## config.mk

```make
export PLATFORM = sky130hd
export DESIGN_NAME = sstf_request_scheduler
export DESIGN_NICKNAME = d
export VERILOG_FILES = /design/src/rtl/sstf_pkg.sv /design/src/rtl/sstf_ram.sv /design/src/rtl/sstf_dist.sv /design/src/rtl/sstf_request_scheduler.sv
export SDC_FILE = /design/constraint.sdc
export NUM_CORES = 1
export LEC_CHECK = 0
export BUFFER_PORTS_ARGS = -buffer_cell sky130_fd_sc_hd__buf_4
export CORE_MARGIN = 2
export CORE_UTILIZATION = 56
export DETAILED_ROUTE_END_ITERATION = 8
export PLACE_DENSITY = 0.74
export SLEW_MARGIN = 25
export SYNTH_ARGS = -nofsm -noshare
export SYNTH_HDL_FRONTEND = slang
export SYNTH_SLANG_ARGS = --single-unit
```

## constraint.sdc

```tcl
create_clock -name i_clk -period 5.85 [get_ports i_clk]
set_input_delay 0.2925 -clock i_clk [delete_from_list [all_inputs] [get_ports i_clk]]
set_output_delay 0.2925 -clock i_clk [all_outputs]
set_load 0.02 [all_outputs]
```

## src/rtl/sstf_pkg.sv

```systemverilog
`default_nettype none

package sstf_pkg;

    localparam int QUEUE_DEPTH_DEF = 16;
    localparam int TRACK_W         = 16;
    localparam int TAG_W           = 8;
    localparam int PEND_W          = 5;
    localparam int HEAD_W          = TRACK_W + 1;
    localparam int DIST_W          = TRACK_W + 1;
    localparam int ENTRY_W         = TRACK_W + TAG_W;

    localparam logic REQ_ENQUEUE = 1'b0;
    localparam logic REQ_SERVICE = 1'b1;

    typedef enum logic [1:0] {
        ST_IDLE,
        ST_SCAN,
        ST_SHIFT,
        ST_FINISH
    } t_state;

endpackage

`default_nettype wire

```

## src/rtl/sstf_ram.sv

```systemverilog
`default_nettype none

module sstf_ram #(
    parameter int WIDTH = 24,
    parameter int DEPTH = 16
) (
    input  wire logic                     i_clk,
    input  wire logic                     i_we,
    input  wire logic [$clog2(DEPTH)-1:0] i_waddr,
    input  wire logic [WIDTH-1:0]         i_wdata,
    input  wire logic [$clog2(DEPTH)-1:0] i_raddr,
    output logic      [WIDTH-1:0]         o_rdata
);

    logic [WIDTH-1:0] r_mem [DEPTH];
    logic [WIDTH-1:0] r_rdata;

    always_ff @(posedge i_clk) begin
        if (i_we) begin
            r_mem[i_waddr] <= i_wdata;
        end
        r_rdata <= r_mem[i_raddr];
    end

    assign o_rdata = r_rdata;

endmodule

`default_nettype wire

```

## src/rtl/sstf_dist.sv

```systemverilog
`default_nettype none

module sstf_dist (
    input  wire logic signed [sstf_pkg::HEAD_W-1:0]  i_head,
    input  wire logic        [sstf_pkg::TRACK_W-1:0] i_track,
    output logic             [sstf_pkg::DIST_W-1:0]  o_dist
);

    import sstf_pkg::*;

    logic signed [HEAD_W:0] w_diff;
    logic signed [HEAD_W:0] w_abs;

    // The head is one bit wider than a track so that minus one is exact.
    assign w_diff = {i_head[HEAD_W-1], i_head} - $signed({2'b00, i_track});
    assign w_abs  = w_diff[HEAD_W] ? -w_diff : w_diff;
    assign o_dist = w_abs[DIST_W-1:0];

endmodule

`default_nettype wire

```

## src/rtl/sstf_request_scheduler.sv

```systemverilog
`default_nettype none

// Channel   Direction  Handshake                Payload
// request   in         i_in_valid / o_in_stall  i_req_type, i_track, i_tag
// result    out        o_out_valid / i_out_stall o_ok, o_served_track, o_served_tag, o_pending
//
// Enqueues and failed services go straight to the finish state, which loads the result. A
// service with pending requests scans them through the single read port and the shared
// distance unit, then moves any later entries down by one in the shift state, and the
// finish state loads the result once the output register is free or being emptied.
// The table RAM needs no clearing pass; reset clears the count, the state and the valid flags and sets the head to -1.
// The next request is taken while a finished result still waits on a stalled output.

module sstf_request_scheduler #(
    parameter int QUEUE_DEPTH = sstf_pkg::QUEUE_DEPTH_DEF
) (
    input  wire logic                          i_clk,
    input  wire logic                          i_rst_n,
    input  wire logic                          i_in_valid,
    output logic                               o_in_stall,
    input  wire logic                          i_req_type,
    input  wire logic [sstf_pkg::TRACK_W-1:0]  i_track,
    input  wire logic [sstf_pkg::TAG_W-1:0]    i_tag,
    output logic                               o_out_valid,
    input  wire logic                          i_out_stall,
    output logic                               o_ok,
    output logic      [sstf_pkg::TRACK_W-1:0]  o_served_track,
    output logic      [sstf_pkg::TAG_W-1:0]    o_served_tag,
    output logic      [sstf_pkg::PEND_W-1:0]   o_pending
);

    import sstf_pkg::*;

    localparam int AW = $clog2(QUEUE_DEPTH);
    localparam int CW = $clog2(QUEUE_DEPTH + 1);
    localparam logic [CW-1:0] DEPTH_C = CW'(QUEUE_DEPTH);

    t_state r_state, n_state;
    logic [CW-1:0] r_count, n_count;
    logic signed [HEAD_W-1:0] r_head, n_head;
    logic [CW-1:0] r_ptr, n_ptr;
    logic [CW-1:0] r_dptr, n_dptr;
    logic r_dvalid, n_dvalid;
    logic [CW-1:0] r_best_idx, n_best_idx;
    logic [DIST_W-1:0] r_best_d, n_best_d;
    logic [TRACK_W-1:0] r_best_trk, n_best_trk;
    logic [TAG_W-1:0] r_best_tag, n_best_tag;
    logic r_res_ok, n_res_ok;
    logic r_out_valid, n_out_valid;
    logic r_out_ok, n_out_ok;
    logic [TRACK_W-1:0] r_out_trk, n_out_trk;
    logic [TAG_W-1:0] r_out_tag, n_out_tag;
    logic [PEND_W-1:0] r_out_pend, n_out_pend;

    logic ram_we;
    logic [AW-1:0] ram_waddr;
    logic [ENTRY_W-1:0] ram_wdata;
    logic [AW-1:0] ram_raddr;
    logic [ENTRY_W-1:0] ram_rdata;

    logic [CW-1:0] w_last;
    logic [CW-1:0] w_dprev;
    logic [DIST_W-1:0] w_dist;
    logic w_better;
    logic w_in_xfer;
    logic [CW+PEND_W-1:0] w_count_ext;

    sstf_ram #(
        .WIDTH (ENTRY_W),
        .DEPTH (QUEUE_DEPTH)
    ) u_table (
        .i_clk   (i_clk),
        .i_we    (ram_we),
        .i_waddr (ram_waddr),
        .i_wdata (ram_wdata),
        .i_raddr (ram_raddr),
        .o_rdata (ram_rdata)
    );

    sstf_dist u_dist (
        .i_head  (r_head),
        .i_track (ram_rdata[TRACK_W-1:0]),
        .o_dist  (w_dist)
    );

    assign w_last    = r_count - 1'b1;
    assign w_dprev   = r_dptr - 1'b1;
    assign ram_raddr = r_ptr[AW-1:0];
    assign o_in_stall = (r_state != ST_IDLE);
    assign w_in_xfer = i_in_valid && !o_in_stall;
    assign w_count_ext = {{PEND_W{1'b0}}, n_count};

    // The newest entry also wins a tie; earlier entries must be strictly nearer.
    assign w_better = (r_dptr == w_last) ? (w_dist <= r_best_d) : (w_dist < r_best_d);

    always_ff @(posedge i_clk) begin
        if (!i_rst_n) begin
            r_state     <= ST_IDLE;
            r_count     <= '0;
            r_head      <= '1;
            r_dvalid    <= 1'b0;
            r_out_valid <= 1'b0;
        end else begin
            r_state     <= n_state;
            r_count     <= n_count;
            r_head      <= n_head;
            r_dvalid    <= n_dvalid;
            r_out_valid <= n_out_valid;
        end
    end

    always_ff @(posedge i_clk) begin
        r_ptr      <= n_ptr;
        r_dptr     <= n_dptr;
        r_best_idx <= n_best_idx;
        r_best_d   <= n_best_d;
        r_best_trk <= n_best_trk;
        r_best_tag <= n_best_tag;
        r_res_ok   <= n_res_ok;
        r_out_ok   <= n_out_ok;
        r_out_trk  <= n_out_trk;
        r_out_tag  <= n_out_tag;
        r_out_pend <= n_out_pend;
    end

    always_comb begin
        n_state     = r_state;
        n_count     = r_count;
        n_head      = r_head;
        n_ptr       = r_ptr;
        n_dptr      = r_dptr;
        n_dvalid    = r_dvalid;
        n_best_idx  = r_best_idx;
        n_best_d    = r_best_d;
        n_best_trk  = r_best_trk;
        n_best_tag  = r_best_tag;
        n_res_ok    = r_res_ok;
        n_out_valid = r_out_valid;
        n_out_ok    = r_out_ok;
        n_out_trk   = r_out_trk;
        n_out_tag   = r_out_tag;
        n_out_pend  = r_out_pend;
        ram_we      = 1'b0;
        ram_waddr   = r_count[AW-1:0];
        ram_wdata   = {i_tag, i_track};

        if (r_out_valid && !i_out_stall) begin
            n_out_valid = 1'b0;
        end

        case (r_state)
            ST_IDLE: begin
                if (w_in_xfer) begin
                    n_best_trk = '0;
                    n_best_tag = '0;
                    n_res_ok   = 1'b0;
                    n_state    = ST_FINISH;
                    if (i_req_type == REQ_ENQUEUE) begin
                        if (r_count < DEPTH_C) begin
                            ram_we   = 1'b1;
                            n_count  = r_count + 1'b1;
                            n_res_ok = 1'b1;
                        end
                    end else if (r_count != '0) begin
                        n_ptr    = '0;
                        n_dvalid = 1'b0;
                        n_best_d = '1;
                        n_state  = ST_SCAN;
                    end
                end
            end
            ST_SCAN: begin
                if (r_dvalid && w_better) begin
                    n_best_idx = r_dptr;
                    n_best_d   = w_dist;
                    n_best_trk = ram_rdata[TRACK_W-1:0];
                    n_best_tag = ram_rdata[ENTRY_W-1:TRACK_W];
                end
                if (r_dvalid && (r_dptr == w_last)) begin
                    n_ptr    = n_best_idx + 1'b1;
                    n_dvalid = 1'b0;
                    n_state  = ST_SHIFT;
                end else if (r_ptr <= w_last) begin
                    n_dvalid = 1'b1;
                    n_dptr   = r_ptr;
                    n_ptr    = r_ptr + 1'b1;
                end else begin
                    n_dvalid = 1'b0;
                end
            end
            ST_SHIFT: begin
                // Entries after the chosen one move down by one, keeping arrival order.
                if (r_dvalid) begin
                    ram_we    = 1'b1;
                    ram_waddr = w_dprev[AW-1:0];
                    ram_wdata = ram_rdata;
                end
                if (r_ptr <= w_last) begin
                    n_dvalid = 1'b1;
                    n_dptr   = r_ptr;
                    n_ptr    = r_ptr + 1'b1;
                end else begin
                    n_dvalid = 1'b0;
                    if (!r_dvalid) begin
                        n_count  = w_last;
                        n_head   = $signed({1'b0, r_best_trk});
                        n_res_ok = 1'b1;
                        n_state  = ST_FINISH;
                    end
                end
            end
            ST_FINISH: begin
                if (!r_out_valid || !i_out_stall) begin
                    n_out_valid = 1'b1;
                    n_out_ok    = r_res_ok;
                    n_out_trk   = r_best_trk;
                    n_out_tag   = r_best_tag;
                    n_out_pend  = w_count_ext[PEND_W-1:0];
                    n_state     = ST_IDLE;
                end
            end
            default: begin
                n_state = ST_IDLE;
            end
        endcase
    end

    assign o_out_valid    = r_out_valid;
    assign o_ok           = r_out_ok;
    assign o_served_track = r_out_trk;
    assign o_served_tag   = r_out_tag;
    assign o_pending      = r_out_pend;

    a_count_bound: assert property (@(posedge i_clk) disable iff (!i_rst_n)
        r_count <= DEPTH_C)
        else $error("pending count exceeds table depth");

    a_scan_nonempty: assert property (@(posedge i_clk) disable iff (!i_rst_n)
        (r_state == ST_SCAN || r_state == ST_SHIFT) |-> (r_count != '0))
        else $error("scan or shift running on an empty table");

    a_best_in_range: assert property (@(posedge i_clk) disable iff (!i_rst_n)
        (r_state == ST_SHIFT) |-> (r_best_idx < r_count))
        else $error("chosen entry lies outside the pending range");

    a_fail_zero: assert property (@(posedge i_clk) disable iff (!i_rst_n)
        (r_out_valid && !r_out_ok) |-> (r_out_trk == '0 && r_out_tag == '0))
        else $error("failed result carries a nonzero track or tag");

    a_service_drops: assert property (@(posedge i_clk) disable iff (!i_rst_n)
        (r_state == ST_SHIFT && n_state == ST_FINISH) |=> (r_count == $past(r_count) - 1'b1))
        else $error("service did not remove exactly one entry");

endmodule

`default_nettype wire
```

Word level (Yosys, flattened, before mapping)
Memories as Yosys holds them, arrays and structs flattened. A register that Yosys moved wholly into a read port is not among the register bits. Cells that the tools add are included.

Output and inout port bits: 32. Bits in writable memories: 384. ROM bits: 0. Register bits: 113. Memories: 1. Logic and storage cells: 128. Input port bits: 29. Bits in latches: 0.

Shift-type cells: 0. Equal/unequal tests: 13. Div/mod/pow operators: 0. Magnitude comparators: 4. Bitwise operators: 2. Reduce and logical (&&, ||, !) cells: 23. Add/subtract/negate cells: 7. Multiply operators: 0. Muxes and demuxes: 62.

Memories: u_table.r_mem (depth 16, width 24, read ports 1, clocked after Yosys merged registers in 1, write ports 1, line sstf_ram.sv:15) `logic [WIDTH-1:0] r_mem [DEPTH];`.

Operators with widths (number): 17-bit 2-to-1 mux (5); 5-bit 2-to-1 mux (14); 24-bit 2-to-1 mux (2); 17-bit one-hot mux with 2 select lines (1); 16-bit 2-to-1 mux (2); 16-bit one-hot mux with 2 select lines (1); 5-bit one-hot mux with 2 select lines (2); 1-bit 2-to-1 mux (18); 2-bit inequality test, second input constant (9); 17-bit by 17-bit subtractor with 18-bit output (1); 17-bit <= comparator (1); 17-bit less-than comparator (1); 17-bit negation (1); 8-bit 2-to-1 mux (2); 8-bit one-hot mux with 2 select lines (1); 5-bit by 1-bit adder with 5-bit output, second input constant (3); 5-bit one-hot mux with 3 select lines (1); 2-bit 2-to-1 mux (7); 5-bit AND reduction (2); 4-bit 2-to-1 mux (2); 2-bit one-hot mux with 4 select lines (1); 4-bit AND reduction (2); 2-bit nonzero test (4); 3-bit AND reduction (2); 17 further kinds (26).

Depth between registers and ports, before layout
Word-level depth: 11. Gate-level depth with buffers: 28. Depth with buffers taken out: 25.

By module
Synthesis repeated with hierarchy kept, for this count alone.

Cell total of the unflattened synthesis: 1288. Area, all modules: 21874.7 um^2.

By module, submodules not included: sstf_ram (instances 1, sequential area each 12011.5 um^2, area each 14930.6 um^2, cells an instance 636); sstf_request_scheduler (instances 1, sequential area each 3133.0 um^2, area each 5615.4 um^2, cells an instance 471); sstf_dist (instances 1, sequential area each 0.0 um^2, area each 1328.8 um^2, cells an instance 181).

Worst setup path after synthesis
OpenSTA, ideal clock, no wires.

Path type: register to register. Start point: reg r_head[0]. End point: reg r_best_d[0], enable pin. Period minus slack after synthesis: 5.764 ns. Stages on the path, launching flop included: 22. Slack: 0.086 ns. Setup time: 0.373 ns. Data arrival time: 5.390 ns. Path buffers: 1. Data required time: 5.477 ns. Cells stage by stage: dfxtp_1 inv_1 ha_1 fa_1 nand2b_1 a21boi_1 o21ai_0 a22oi_1 nor4b_4 nand4bb_1 o21ai_1 xnor2_1 ha_1 a21oi_1 nor2b_1 o21ai_0 o2111ai_1 a2111oi_0 nor2_1 buf_4 a211oi_2 and2b_1.

Longest elaborated chain between the ends: 8. Elaborated cells between the ends (all ways): 9. Classes of those cells: 2 x add/sub; 2 x order compare; 1 x eq/ne; 2 x mux; 2 x reduce/logical.

Ends and longest elaborated chain: from (decl) (line sstf_request_scheduler.sv:40) `logic signed [HEAD_W-1:0] r_head, n_head;`; from (signal assigned) (line sstf_request_scheduler.sv:106) `r_head <= n_head;`; 17-bit by 17-bit subtractor with 18-bit output * (line sstf_dist.sv:15) `assign w_diff = {i_head[HEAD_W-1], i_head} - $signed({2'b00, i_track});`; 17-bit negation (line sstf_dist.sv:16) `assign w_abs = w_diff[HEAD_W] ? -w_diff : w_diff;`; 17-bit 2-to-1 mux * (line sstf_dist.sv:16); named net u_dist.o_dist, one bit (line sstf_dist.sv:6) `output logic [sstf_pkg::DIST_W-1:0] o_dist`; 17-bit less-than comparator / 17-bit <= comparator (equally long branches) (line sstf_request_scheduler.sv:94) `assign w_better = (r_dptr == w_last) ? (w_dist <= r_best_d) : (w_dist < r_best_d);`; 1-bit 2-to-1 mux * (line sstf_request_scheduler.sv:94); 1-bit logical AND * (line sstf_request_scheduler.sv:173) `if (r_dvalid && w_better) begin`; 2-bit inequality test (no source line) *; 5-bit AND reduction (no source line) *; to (signal assigned) (line sstf_request_scheduler.sv:116) `r_best_d <= n_best_d;`; to (decl) (line sstf_request_scheduler.sv:45) `logic [DIST_W-1:0] r_best_d, n_best_d;`.

Mark *: on every way through the listed nets, which the timed path passes. The rest lies on a longest branch. A chain may end at the register's enable or synchronous reset.

Worst setup path after layout
Start point: reg r_head[0]. End point: reg r_ptr[1] (data pin).

Longest elaborated chain between the ends: 11. Elaborated cells between the ends (all ways): 12. Classes of those cells: 3 x add/sub; 2 x order compare; 6 x mux; 1 x reduce/logical.

Ends and longest elaborated chain: 17-bit by 17-bit subtractor with 18-bit output * (line sstf_dist.sv:15); 17-bit negation (line sstf_dist.sv:16); 17-bit 2-to-1 mux * (line sstf_dist.sv:16); named net u_dist.o_dist, one bit (line sstf_dist.sv:6); 17-bit less-than comparator / 17-bit <= comparator (equally long branches) (line sstf_request_scheduler.sv:94); 1-bit 2-to-1 mux * (line sstf_request_scheduler.sv:94); 1-bit logical AND * (line sstf_request_scheduler.sv:173); 5-bit 2-to-1 mux * (line sstf_request_scheduler.sv:173); 5-bit 2-to-1 mux * (line sstf_request_scheduler.sv:151) `case (r_state)`; 5-bit by 1-bit adder with 5-bit output * (line sstf_request_scheduler.sv:180) `n_ptr = n_best_idx + 1'b1;`; 5-bit 2-to-1 mux * (line sstf_request_scheduler.sv:179) `if (r_dvalid && (r_dptr == w_last)) begin`; 5-bit one-hot mux with 3 select lines * (line sstf_request_scheduler.sv:151); named net n_ptr[1] (line sstf_request_scheduler.sv:41) `logic [CW-1:0] r_ptr, n_ptr;`; to (signal assigned) (line sstf_request_scheduler.sv:113) `r_ptr <= n_ptr;`; to (decl) (line sstf_request_scheduler.sv:41).

Mark *: on every way through the listed nets, which the timed path passes. The rest lies on a longest branch. The select of a mux whose other input is x is not followed.

==> results.json <==
{
  "setup.worst_path.start": "r_head[0]",
  "hpwl_mm": 28.2,
  "ys.flop_type": "edfxtp_1",
  "ios": 61,
  "coreArea_um2": 38800,
  "vias": 12593,
  "clk_pin_slew_worst_paths_ps": 60,
  "antenna_found_initial": 1,
  "grt_max_degree": 59,
  "cpLargestDelayFamily": "compound AO/OA/AOI/OAI gates",
  "netlist-cell-type-count": 78,
  "start_kind": "flip-flop",
  "finalNetCount": 1621,
  "die_area_um2": 41000,
  "slowest_stage": "fa_1",
  "critical_path_class": "reg -> reg",
  "ys_warn_count": 0,
  "async_flop_share_pct": 0,
  "yosysTopAreaCellShare_pct": 64.0,
  "std_cell_rows": 72,
  "worst_r2r_endpoint": "r_ptr[1]",
  "reg2reg_depth": 24,
  "yosys-top-cells-area": "edfxtp_1, mux4_2, dfxtp_1, mux2i_1, ha_1",
  "worst_path_largest_cell_delay_ps": 410,
  "wl_mm": 48.9,
  "die_height_um": 203,
  "worst_slew_pin_slew_ps": 1030,
  "syn_inst": 1443,
  "root_buffer": "clkbuf_16",
  "hold_class": "in -> reg",
  "hold_viol": 0,
  "cp.buffers_inverters": 2,
  "placed_cells": 2000,
  "grt_overflow": 0,
  "fin_crit_sh_pct": 93.3,
  "clock_sinks": 521,
  "synth_top_area_cell": "edfxtp_1",
  "yosys-top-cells-count": "edfxtp_1, nand2_1, o21ai_0",
  "finalMaxSlewViolations": 0,
  "clock_skew_ps": 30.8,
  "grt_pass1_vias": 12667,
  "fmax_mhz": 183,
  "drive_gt1_share_pct": 20.7,
  "critPathCapture": "r_ptr[1]",
  "area_growth_pct": 13.5,
  "setup_tns_ps": 0,
  "synth_area_um2": 22100,
  "synth_area_per_cell_um2": 15.3,
  "rsz0062_at_grt": "false",
  "leakage_uw": 0.00885,
  "synth.most_common_cell": "edfxtp_1",
  "ctsHoldBuffers": 0,
  "clock_latency_ps": 620,
  "yosysSeqAreaShare_pct": 68.6,
  "drc_errors": 0,
  "setup_viol": 0,
  "path_cells": "inv_1 -> ha_1 -> fa_1 -> nand2b_1 -> a21boi_1 -> o21ai_0 -> a22oi_2 -> nor4b_4 -> buf_4 -> nand4bb_1 -> o21ai_1 -> xnor2_1 -> ha_1 -> a21oi_1 -> nor2b_1 -> o21ai_0 -> o2111ai_2 -> a2111oi_4 -> nor2_4 -> mux2_2 -> ha_2 -> mux2_2 -> a22oi_1 -> nor2b_1",
  "io_buffers": 60,
  "vdd_ir_drop_max_mv": 0.270,
  "dieWidth_um": 203,
  "wl_per_cell_um": 23.3,
  "required_ps": 6190,
  "path_depth": 24,
  "initialDrtViolationCount": 999,
  "grt_pass1_wl_mm": 73.6,
  "htree_levels": 2,
  "viasPerCell": 5.99,
  "slew_headroom_pct": 31.5,
  "synth_nets": 1523,
  "end_kind": "flip-flop",
  "cp.arrival_ps": 5800,
  "critPathMaxFanout": 8,
  "gp_congestion": 0.827,
  "start_util_pct": 56.9,
  "run_status": "complete, no violations",
  "regToRegSetupSlack_ps": 390,
  "ys_ff_latch": 521,
  "cts_made_buffers": 52,
  "ant_nets": 0,
  "final_cells": 2101,
  "worstReg2RegStart": "r_head[0]",
  "power_density_nw_per_um2": 523,
  "clock_path_buffers": 3,
  "synth_edf_count": 471,
  "drv_cap": 0,
  "period_needed_ps": 5460,
  "grtUsageTotal_pct": 23.9,
  "cts_tree": "done",
  "firstDrtPassIters": 5
}
[where the power goes]
group          internal (µW)  switching, µW
Sequential              4670            229
Clock                   1730           1410
Combinational           2040           3050
[through the flow]
stage / utilization, % / total power, µW / worst slack, ps / instance area, µm² / hold WS (ps)
after floorplan: - / 8610 / 86.3 / 22100 / 400
after CTS: 64.3 / 13100 / 1.65 / 25000 / 9.84
final: 64.6 / 13100 / 390 / 25100 / 50.7
after global routing: 64.6 / 13800 / 89.1 / 25100 / 37.0
after global placement: 60.1 / 9750 / 93.7 / 23300 / 406
after detailed placement: 60.2 / 9910 / -76.1 / 23400 / 408
[flip-flops by register name (all words and copies together), names as in the netlist, 2 cells and up]
register	cells
r_dptr	5
r_count	5
r_best_d	17
r_best_trk	16
u_table.o_rdata	24
u_table.r_mem	384
r_best_idx	5
r_ptr	5
r_state	2
r_best_tag	8
o_pending	5
o_served_tag	8
r_head	17
o_served_track	16
[kinds of logic after synthesis]
logic type	count (synthesis)	synth area share [%]
mux	163	10.3
buf+inv	120	2.11
simple gates	294	6.64
compound gates	255	7.82
fa+ha+maj	51	2.92
xor+xnor	39	1.61
flops	521	68.6
[layout make-up]
type	instances	area (µm²)
Multi-Input combinational cell	802	6600
Clock inverter	35	280
Timing Repair Buffer	113	868
Inverter	51	191
Antenna cell	1	2.50
Tap cell	518	648
Sequential cell	521	15100
Clock buffer	60	1330
Fill cell	2696	13800
[per-layer routing]
metal  GRT usage (%)  vias to the layer above  wire [µm]
li1                -                     5733          -
met1            32.4                     6309      20400
met2            40.0                      459      24000
met4            8.16                        0       1230
met3            3.64                       92       3200
met5               0                        -          0
[what timing repair did]
item,CTS,global route
setup endpoints to repair,3,44
pin swaps,0,2
gates resized for setup,1,9
buffers inserted,0,5
[worst min path at each step]
stage                  start  cells after the start  slack (ps)              end
6_report             i_rst_n                      2          50       r_head[16]
5_1_grt              i_rst_n                      2          40       r_head[16]
4_1_cts              i_rst_n                      2          10       r_head[16]
3_5_place_dp   r_best_tag[3]                      0         410  o_served_tag[3]
3_3_place_gp        r_res_ok                      0         410             o_ok
2_1_floorplan       r_res_ok                      0         400             o_ok
[placed cells by master (no fill, tap or decap), types with 11 or more instances in the layout]
master,count
a22oi_1,25
mux2i_1,76
inv_1,49
clkinv_1,13
buf_4,112
ha_1,49
xor2_1,13
edfxtp_1,471
mux2_2,39
a221oi_1,25
nand2_1,101
nor2_2,15
nor2_1,39
or2_1,13
o21ai_1,11
nand3_1,29
a21oi_1,45
o21ai_0,76
dfxtp_1,50
xnor2_1,24
o21a_1,12
clkbuf_16,52
clkinv_2,11
and2_1,22
mux4_2,48
Power figures use the tool's default switching activity.
